File: src/rtl/nearest_neighbor_scale_addresses_macros.svh
// assertion macros shared by the address generator
`ifndef NEAREST_NEIGHBOR_SCALE_ADDRESSES_MACROS_SVH
`define NEAREST_NEIGHBOR_SCALE_ADDRESSES_MACROS_SVH

// same-cycle implication, masked while in reset
`define NNSA_ASSERT_IMPL(label, clock, reset_n, cond, conseq) \
    label: assert property (@(posedge clock) disable iff (!reset_n) (cond) |-> (conseq)) \
        else $error("nnsa assertion failed");

// next-cycle implication, masked while in reset
`define NNSA_ASSERT_NEXT(label, clock, reset_n, cond, conseq) \
    label: assert property (@(posedge clock) disable iff (!reset_n) (cond) |=> (conseq)) \
        else $error("nnsa assertion failed");

`endif

File: src/rtl/nnsa_pkg.sv
package nnsa_pkg;

    localparam int MAX_DIMENSION = 4096;
    localparam int DIM_W         = 13;
    localparam int COORD_W       = 12;
    localparam int BPP_W         = 3;
    localparam int MAX_BPP       = 4;
    localparam int PITCH_ALIGN   = 4;
    localparam int OFFSET_W      = 26;
    localparam int QUO_W         = $clog2(MAX_DIMENSION);
    localparam int NUM_W         = COORD_W + QUO_W;
    localparam int TRIAL_W       = NUM_W + 1;
    localparam int PITCH_W       = $clog2(MAX_DIMENSION * MAX_BPP) + 1;
    localparam int SRC_W         = QUO_W + PITCH_W + 1;
    localparam int DST_W         = NUM_W + BPP_W;

    localparam int DATA_W        = 32;
    localparam int ADDR_W        = 5;
    localparam int REG_IDX_W     = ADDR_W - 2;

    localparam logic [REG_IDX_W-1:0] REG_SOURCE_WIDTH  = 3'd0;
    localparam logic [REG_IDX_W-1:0] REG_SOURCE_HEIGHT = 3'd1;
    localparam logic [REG_IDX_W-1:0] REG_TARGET_WIDTH  = 3'd2;
    localparam logic [REG_IDX_W-1:0] REG_TARGET_HEIGHT = 3'd3;
    localparam logic [REG_IDX_W-1:0] REG_PIXEL_BYTES   = 3'd4;

    localparam logic [DIM_W-1:0] RESET_SOURCE_WIDTH  = 13'd352;
    localparam logic [DIM_W-1:0] RESET_SOURCE_HEIGHT = 13'd288;
    localparam logic [DIM_W-1:0] RESET_TARGET_WIDTH  = 13'd352;
    localparam logic [DIM_W-1:0] RESET_TARGET_HEIGHT = 13'd288;
    localparam logic [BPP_W-1:0] RESET_PIXEL_BYTES   = 3'd3;

    typedef struct packed {
        logic [COORD_W-1:0] column;
        logic [COORD_W-1:0] row;
    } coord_t;

    typedef struct packed {
        logic [OFFSET_W-1:0] source_offset;
        logic [OFFSET_W-1:0] target_offset;
        logic                outside;
    } addr_t;

    // clamped configuration as used by the datapath
    typedef struct packed {
        logic [DIM_W-1:0]   source_width;
        logic [DIM_W-1:0]   source_height;
        logic [DIM_W-1:0]   target_width;
        logic [DIM_W-1:0]   target_height;
        logic [BPP_W-1:0]   pixel_bytes;
        logic [PITCH_W-1:0] row_pitch;
    } cfg_t;

    // one item in flight through the divider stages
    typedef struct packed {
        logic [NUM_W-1:0] col_rem;
        logic [NUM_W-1:0] row_rem;
        logic [QUO_W-1:0] col_quo;
        logic [QUO_W-1:0] row_quo;
        logic [NUM_W-1:0] target_lin;
        logic             outside;
    } div_data_t;

    function automatic logic [DIM_W-1:0] clamp_dim(input logic [DIM_W-1:0] v);
        logic [DIM_W-1:0] r;
        r = v;
        if (v == '0)
        begin
            r = DIM_W'(1);
        end
        else if (v > DIM_W'(MAX_DIMENSION))
        begin
            r = DIM_W'(MAX_DIMENSION);
        end
        return r;
    endfunction

    function automatic logic [BPP_W-1:0] clamp_bpp(input logic [BPP_W-1:0] v);
        logic [BPP_W-1:0] r;
        r = v;
        if (v == '0)
        begin
            r = BPP_W'(1);
        end
        else if (v > BPP_W'(MAX_BPP))
        begin
            r = BPP_W'(MAX_BPP);
        end
        return r;
    endfunction

endpackage

File: src/rtl/nnsa_regs.sv
module nnsa_regs
    import nnsa_pkg::*;
(
    input  logic              clk,
    input  logic              rst_n,
    input  logic              psel,
    input  logic              penable,
    input  logic              pwrite,
    input  logic [ADDR_W-1:0] paddr,
    input  logic [DATA_W-1:0] pwdata,
    output logic [DATA_W-1:0] prdata,
    output logic              pready,
    output cfg_t              cfg
);

    logic [DIM_W-1:0]     source_width_reg;
    logic [DIM_W-1:0]     source_height_reg;
    logic [DIM_W-1:0]     target_width_reg;
    logic [DIM_W-1:0]     target_height_reg;
    logic [BPP_W-1:0]     pixel_bytes_reg;
    logic [REG_IDX_W-1:0] index;
    logic                 write_en;
    logic [PITCH_W-1:0]   row_bytes;

    assign pready   = 1'b1;
    assign index    = paddr[ADDR_W-1:2];
    assign write_en = psel && penable && pwrite;

    always_ff @(posedge clk or negedge rst_n)
    begin
        if (!rst_n)
        begin
            source_width_reg  <= RESET_SOURCE_WIDTH;
            source_height_reg <= RESET_SOURCE_HEIGHT;
            target_width_reg  <= RESET_TARGET_WIDTH;
            target_height_reg <= RESET_TARGET_HEIGHT;
            pixel_bytes_reg   <= RESET_PIXEL_BYTES;
        end
        else if (write_en)
        begin
            case (index)
                REG_SOURCE_WIDTH:  source_width_reg  <= pwdata[DIM_W-1:0];
                REG_SOURCE_HEIGHT: source_height_reg <= pwdata[DIM_W-1:0];
                REG_TARGET_WIDTH:  target_width_reg  <= pwdata[DIM_W-1:0];
                REG_TARGET_HEIGHT: target_height_reg <= pwdata[DIM_W-1:0];
                REG_PIXEL_BYTES:   pixel_bytes_reg   <= pwdata[BPP_W-1:0];
                default:           ;
            endcase
        end
    end

    always_comb
    begin
        case (index)
            REG_SOURCE_WIDTH:  prdata = DATA_W'(source_width_reg);
            REG_SOURCE_HEIGHT: prdata = DATA_W'(source_height_reg);
            REG_TARGET_WIDTH:  prdata = DATA_W'(target_width_reg);
            REG_TARGET_HEIGHT: prdata = DATA_W'(target_height_reg);
            REG_PIXEL_BYTES:   prdata = DATA_W'(pixel_bytes_reg);
            default:           prdata = '0;
        endcase
    end

    always_comb
    begin
        cfg.source_width  = clamp_dim(source_width_reg);
        cfg.source_height = clamp_dim(source_height_reg);
        cfg.target_width  = clamp_dim(target_width_reg);
        cfg.target_height = clamp_dim(target_height_reg);
        cfg.pixel_bytes   = clamp_bpp(pixel_bytes_reg);
        row_bytes         = PITCH_W'(cfg.source_width) * PITCH_W'(cfg.pixel_bytes);
        // round up to the pitch alignment
        cfg.row_pitch     = (row_bytes + PITCH_W'(PITCH_ALIGN - 1))
                            & ~PITCH_W'(PITCH_ALIGN - 1);
    end

endmodule

File: src/rtl/nnsa_div_pipe.sv
module nnsa_div_pipe
    import nnsa_pkg::*;
(
    input  logic      clk,
    input  logic      rst_n,
    input  logic      advance,
    input  cfg_t      cfg,
    input  logic      din_valid,
    input  div_data_t din,
    output logic      dout_valid,
    output div_data_t dout
);

    // one quotient bit per stage for both the column and the row quotient
    div_data_t stage_reg [QUO_W];
    logic      valid_reg [QUO_W];

    for (genvar s = 0; s < QUO_W; s++)
    begin : g_stage
        localparam int BIT = QUO_W - 1 - s;

        div_data_t        prev;
        logic             prev_valid;
        div_data_t        stage_next;
        logic [TRIAL_W-1:0] col_trial;
        logic [TRIAL_W-1:0] row_trial;

        if (s == 0)
        begin : g_first
            assign prev       = din;
            assign prev_valid = din_valid;
        end
        else
        begin : g_rest
            assign prev       = stage_reg[s-1];
            assign prev_valid = valid_reg[s-1];
        end

        always_comb
        begin
            stage_next = prev;
            col_trial  = {1'b0, prev.col_rem} - (TRIAL_W'(cfg.target_width) << BIT);
            row_trial  = {1'b0, prev.row_rem} - (TRIAL_W'(cfg.target_height) << BIT);
            // no borrow means the shifted divisor fits
            if (!col_trial[TRIAL_W-1])
            begin
                stage_next.col_rem      = col_trial[NUM_W-1:0];
                stage_next.col_quo[BIT] = 1'b1;
            end
            if (!row_trial[TRIAL_W-1])
            begin
                stage_next.row_rem      = row_trial[NUM_W-1:0];
                stage_next.row_quo[BIT] = 1'b1;
            end
        end

        always_ff @(posedge clk or negedge rst_n)
        begin
            if (!rst_n)
            begin
                valid_reg[s] <= 1'b0;
            end
            else if (advance)
            begin
                valid_reg[s] <= prev_valid;
            end
        end

        always_ff @(posedge clk)
        begin
            if (advance)
            begin
                stage_reg[s] <= stage_next;
            end
        end
    end

    assign dout_valid = valid_reg[QUO_W-1];
    assign dout       = stage_reg[QUO_W-1];

endmodule

File: src/rtl/nnsa_offset.sv
module nnsa_offset
    import nnsa_pkg::*;
(
    input  logic      clk,
    input  logic      rst_n,
    input  logic      advance,
    input  cfg_t      cfg,
    input  logic      din_valid,
    input  div_data_t din,
    output logic      addr_valid,
    output addr_t     addr
);

    logic [SRC_W-1:0] source_sum;
    logic [DST_W-1:0] target_sum;
    addr_t            addr_next;
    logic             addr_valid_reg;
    addr_t            addr_reg;

    always_comb
    begin
        source_sum = SRC_W'(din.row_quo) * SRC_W'(cfg.row_pitch)
                     + SRC_W'(din.col_quo) * SRC_W'(cfg.pixel_bytes);
        target_sum = DST_W'(din.target_lin) * DST_W'(cfg.pixel_bytes);
        addr_next.outside = din.outside;
        if (din.outside)
        begin
            addr_next.source_offset = '0;
            addr_next.target_offset = '0;
        end
        else
        begin
            addr_next.source_offset = source_sum[OFFSET_W-1:0];
            addr_next.target_offset = target_sum[OFFSET_W-1:0];
        end
    end

    always_ff @(posedge clk or negedge rst_n)
    begin
        if (!rst_n)
        begin
            addr_valid_reg <= 1'b0;
        end
        else if (advance)
        begin
            addr_valid_reg <= din_valid;
        end
    end

    always_ff @(posedge clk)
    begin
        if (advance)
        begin
            addr_reg <= addr_next;
        end
    end

    assign addr_valid = addr_valid_reg;
    assign addr       = addr_reg;

endmodule

File: src/rtl/nearest_neighbor_scale_addresses.sv
// a coordinate passes the front stage register, the quotient stages and the offset register
// throughput: one coordinate per cycle while the output is not stalled; the 12-stage quotient pipeline sets the depth
// a stalled result holds the whole pipeline, so coord_ready is low while addr_valid is high and addr_ready is low
// reset: size registers return to 352x288 -> 352x288 at 3 bytes per pixel,
// all pipeline valid bits clear
`include "nearest_neighbor_scale_addresses_macros.svh"

module nearest_neighbor_scale_addresses
    import nnsa_pkg::*;
(
    input  logic              clk,
    input  logic              rst_n,
    input  logic              psel,
    input  logic              penable,
    input  logic              pwrite,
    input  logic [ADDR_W-1:0] paddr,
    input  logic [DATA_W-1:0] pwdata,
    output logic [DATA_W-1:0] prdata,
    output logic              pready,
    input  logic              coord_valid,
    output logic              coord_ready,
    input  coord_t            coord,
    output logic              addr_valid,
    input  logic              addr_ready,
    output addr_t             addr
);

    cfg_t      cfg;
    logic      advance;
    div_data_t front_next;
    div_data_t front_reg;
    logic      front_valid_reg;
    logic      div_valid;
    div_data_t div_data;

    nnsa_regs u_regs (
        .clk     (clk),
        .rst_n   (rst_n),
        .psel    (psel),
        .penable (penable),
        .pwrite  (pwrite),
        .paddr   (paddr),
        .pwdata  (pwdata),
        .prdata  (prdata),
        .pready  (pready),
        .cfg     (cfg)
    );

    assign advance     = !addr_valid || addr_ready;
    assign coord_ready = advance;

    // front stage: range check and the three products
    always_comb
    begin
        front_next.outside    = ({1'b0, coord.column} >= cfg.target_width)
                                || ({1'b0, coord.row} >= cfg.target_height);
        front_next.col_rem    = NUM_W'(coord.column) * NUM_W'(cfg.source_width);
        front_next.row_rem    = NUM_W'(coord.row) * NUM_W'(cfg.source_height);
        front_next.col_quo    = '0;
        front_next.row_quo    = '0;
        front_next.target_lin = NUM_W'(coord.row) * NUM_W'(cfg.target_width)
                                + NUM_W'(coord.column);
    end

    always_ff @(posedge clk or negedge rst_n)
    begin
        if (!rst_n)
        begin
            front_valid_reg <= 1'b0;
        end
        else if (advance)
        begin
            front_valid_reg <= coord_valid;
        end
    end

    always_ff @(posedge clk)
    begin
        if (advance)
        begin
            front_reg <= front_next;
        end
    end

    nnsa_div_pipe u_div_pipe (
        .clk        (clk),
        .rst_n      (rst_n),
        .advance    (advance),
        .cfg        (cfg),
        .din_valid  (front_valid_reg),
        .din        (front_reg),
        .dout_valid (div_valid),
        .dout       (div_data)
    );

    nnsa_offset u_offset (
        .clk        (clk),
        .rst_n      (rst_n),
        .advance    (advance),
        .cfg        (cfg),
        .din_valid  (div_valid),
        .din        (div_data),
        .addr_valid (addr_valid),
        .addr       (addr)
    );

    `NNSA_ASSERT_IMPL(a_outside_zero, clk, rst_n, addr_valid && addr.outside, (addr.source_offset == '0) && (addr.target_offset == '0))
    `NNSA_ASSERT_IMPL(a_stall_blocks_input, clk, rst_n, addr_valid && !addr_ready, !coord_ready)
    `NNSA_ASSERT_NEXT(a_divider_drains, clk, rst_n, div_valid && advance, addr_valid)

endmodule

File: config.mk
export PLATFORM = sky130hd
export DESIGN_NAME = nearest_neighbor_scale_addresses
export DESIGN_NICKNAME = d
export VERILOG_FILES = /design/src/rtl/nnsa_pkg.sv /design/src/rtl/nnsa_regs.sv /design/src/rtl/nnsa_div_pipe.sv /design/src/rtl/nnsa_offset.sv /design/src/rtl/nearest_neighbor_scale_addresses.sv
export VERILOG_INCLUDE_DIRS = /design/src /design/src/rtl
export SDC_FILE = /design/constraint.sdc
export NUM_CORES = 2
export LEC_CHECK = 0
export ABC_AREA = 1
export ABC_CLOCK_PERIOD_IN_PS = 127400
export BUFFER_PORTS_ARGS = -buffer_cell sky130_fd_sc_hd__buf_2
export CORE_ASPECT_RATIO = 1.2
export CORE_MARGIN = 2
export CORE_UTILIZATION = 35
export CTS_BUF_LIST = sky130_fd_sc_hd__clkbuf_8
export DETAILED_ROUTE_END_ITERATION = 10
export PLACE_DENSITY = 0.56
export SLEW_MARGIN = 15
export SYNTH_ARGS = -nofsm -noshare
export SYNTH_HDL_FRONTEND = slang
export SYNTH_SLANG_ARGS = --single-unit
File: constraint.sdc
create_clock -name clk -period 127.4 [get_ports clk]
set_clock_uncertainty 0.15 [all_clocks]
set_input_delay 19.11 -clock clk [delete_from_list [all_inputs] [get_ports clk]]
set_output_delay 19.11 -clock clk [all_outputs]
set_load 0.01 [all_outputs]
==> run metrics <==
Syn-to-layout area delta=10.4%; fin crit period=40140 ps; ys flop type=edfxtp_1; Post-synth ARST share=5.85%; CTS buffer count=197; total routed wirelength=189000 µm; highest clock rate=24.9 MHz; FF/Latch Area=35100 µm²; Fillers=22.3k; crit-path cells=buf_2 -> inv_1 -> nor3_2 -> a22oi_1 -> o2111ai_1 -> buf_2; Worst Setup Start Kind=input pin; sequential fraction of the synthesis area=43.9%; DRT Pass-1 Iters=8; final hold violation count=0; total number of vias=54.5k; max reg flops=984; Tot GR Track Use=16.2%; headroom to the max-slew limit=30.0%; CP max stage cell=nor3_2; hpwl dp=142000 µm; vias in the first global route=55.9k; Min-Delay Path Class=register to register; Post-synth EDFFs=1110; fin crit share=31.5%; initial antenna violation count=13; Bufs on Longest Clock Path=3; Vias/cell=4.81; I/O Pins=156; Reg clk slew, reported paths=70 ps; clock latency on the worst-skew pair=980 ps; crit path kind=input pin to output port; family with the most delay on the worst path=simple AND/OR/NAND/NOR gates; Initial DRC Count=3420; drt drc=0; CTS Sinks=1179; crit path DAT=20880 ps; antenna-violating nets left=0; slowest stage delay, CP=690 ps; crit end category=output port; top-area cell type share of the netlist area=41.8%; DR WL/cell=16.7 µm; share of cells above drive strength 1=7.19%; syn_area_per_cell=10.1 µm²; Post-CTS Setup Bufs=0; Synth area leader=edfxtp_1; H-tree depth=4; critical path's most frequent cell=buf_2; top post-synthesis cells by area=edfxtp_1, fa_1, ha_1, nand2_1, inv_1; TritonCTS clock tree=done; Final nets=9380; Gate Count Post-Synth=7913; critical path required time=108140 ps; Final GP Congestion=0.897; status=complete, no violations; CORE AREA=227000 µm²; Synth Cell Area=79800 µm²; Initial Utilization=35.1%; site row count=192; number of setup violations in the final report=0; commonest cells in the netlist=nand2_1, inv_1, edfxtp_1; Max Cap Violations=0; CTS resizes=0; unrepaired setup endpoints after global routing=no; first-pass GRT wire length=296000 µm; die area=232000 µm²; worst-margin pin slew=1050 ps; largest net degree at the start of global routing=185; Yosys warning count=0; CP bufs+invs=3; Die Y=527 µm; Final Slew Violations=0; Die W=440 µm; Hold Buf Count CTS=0; #FFs+latches synth=1179; CP max FO=14; I/O Buffers=114; area of the multi-input gates=39600 µm²; count of cell types in the netlist=69; CTS root buf=clkbuf_8; gr ovfl total=0; most common cell in the netlist=nand2_1; TNS Setup=0 ps
worst register-to-register path, delay by kind of cell (launching register included):
family / cells / cell delay [ps]
compound gates: 6 / 930
xor+xnor: 1 / 120
buf+inv: 9 / 1430
fa+ha+maj: 11 / 4860
simple gates: 20 / 2730
flops: 1 / 1020
layout make-up:
type,count,area share (%)
repair buffers,173,1.18
well taps,3007,4.27
clock inverters,165,1.58
diodes,11,0.0312
clock buffers,201,3.14
flip-flops and latches,1179,39.8
multi-input cells,5409,45.0
inverters,1178,5.02
worst paths after layout:
kind	start	slack, ps	depth (start not counted)	endpoint
hold / removal	u_div_pipe.stage_reg[1][133]	210	0	u_div_pipe.stage_reg[1][230]
hold reg to reg	u_div_pipe.stage_reg[1][133]	210	0	u_div_pipe.stage_reg[1][230]
setup / recovery	paddr[2]	87260	6	prdata[2]
max in group asynchronous	rst_n	108280	1	u_regs.pixel_bytes_reg[2]
min in group asynchronous	rst_n	18150	1	u_regs.target_height_reg[3]
setup reg to reg	u_regs.pixel_bytes_reg[2]	115930	47	u_offset.addr[52]
per-layer routing:
layer | share of wire, % | wire length [µm] | global-route usage, %
met1 | 41 | 77800 | 19.2
met2 | 51 | 96000 | 29.0
met3 | 4.5 | 8410 | 2.92
met4 | 3.5 | 6590 | 6.03
met5 | 0.0069 | 13 | 0
cells by family (layout without fill, tap and decap cells):
kind of cell / count (synthesis) / count (layout) / share of synthesized area, %
other: 2 / 31 / 0.00941
AOI/OAI and AO/OA: 1171 / 1171 / 8.22
adders and majority gates: 1174 / 1174 / 23.4
muxes: 2 / 2 / 0.0282
buffers and inverters: 1343 / 1717 / 6.56
and+or+nand+nor: 2652 / 2652 / 13.6
xor gates and xnor gates: 390 / 390 / 4.33
DFF: 1179 / 1179 / 43.9
layout by cell type, fill, tap and decap left out, drive strengths merged, types with 3 or more instances in the layout:
| cell type | instances |
|---|---|
| nand2 | 1498 |
| inv | 1220 |
| edfxtp | 1110 |
| nor2 | 743 |
| ha | 647 |
| a21oi | 529 |
| fa | 527 |
| o21ai | 459 |
| nand3 | 210 |
| clkbuf | 201 |
| xnor2 | 199 |
| xor2 | 191 |
| buf | 173 |
| clkinv | 104 |
| nand4 | 75 |
| dfrtp | 57 |
| nor3 | 47 |
| a31oi | 33 |
| o21bai | 31 |
| or2 | 27 |
| a21o | 26 |
| o21a | 22 |
| nor4 | 20 |
| nand3b | 20 |
| conb | 20 |
| bufinv | 16 |
| a211oi | 15 |
| o211ai | 15 |
| dfstp | 12 |
| diode | 11 |
| a21boi | 10 |
| o2111ai | 9 |
| o31ai | 7 |
| and2 | 4 |
| a221oi | 3 |
| or3 | 3 |
| a2111oi | 3 |
| clkinvlp | 3 |
per-stage QoR:
stage                     std cells  setup slack (ps)  utilization (%)  hold WS [ps]  cell area, µm²
after CTS                     11312             87260             38.7           180           88100
after floorplan                7931             58780                -           250           79900
after global placement        10946             87270             36.9           250           83900
final                         11323             87260             38.7           212           88100
after global routing          11320             87150             38.7           213           88100
after detailed placement      10946             87270             36.9           255           83900
Power is not shown: default switching activity piles up to over one toggle a cycle in this logic, so the estimate is an artifact.
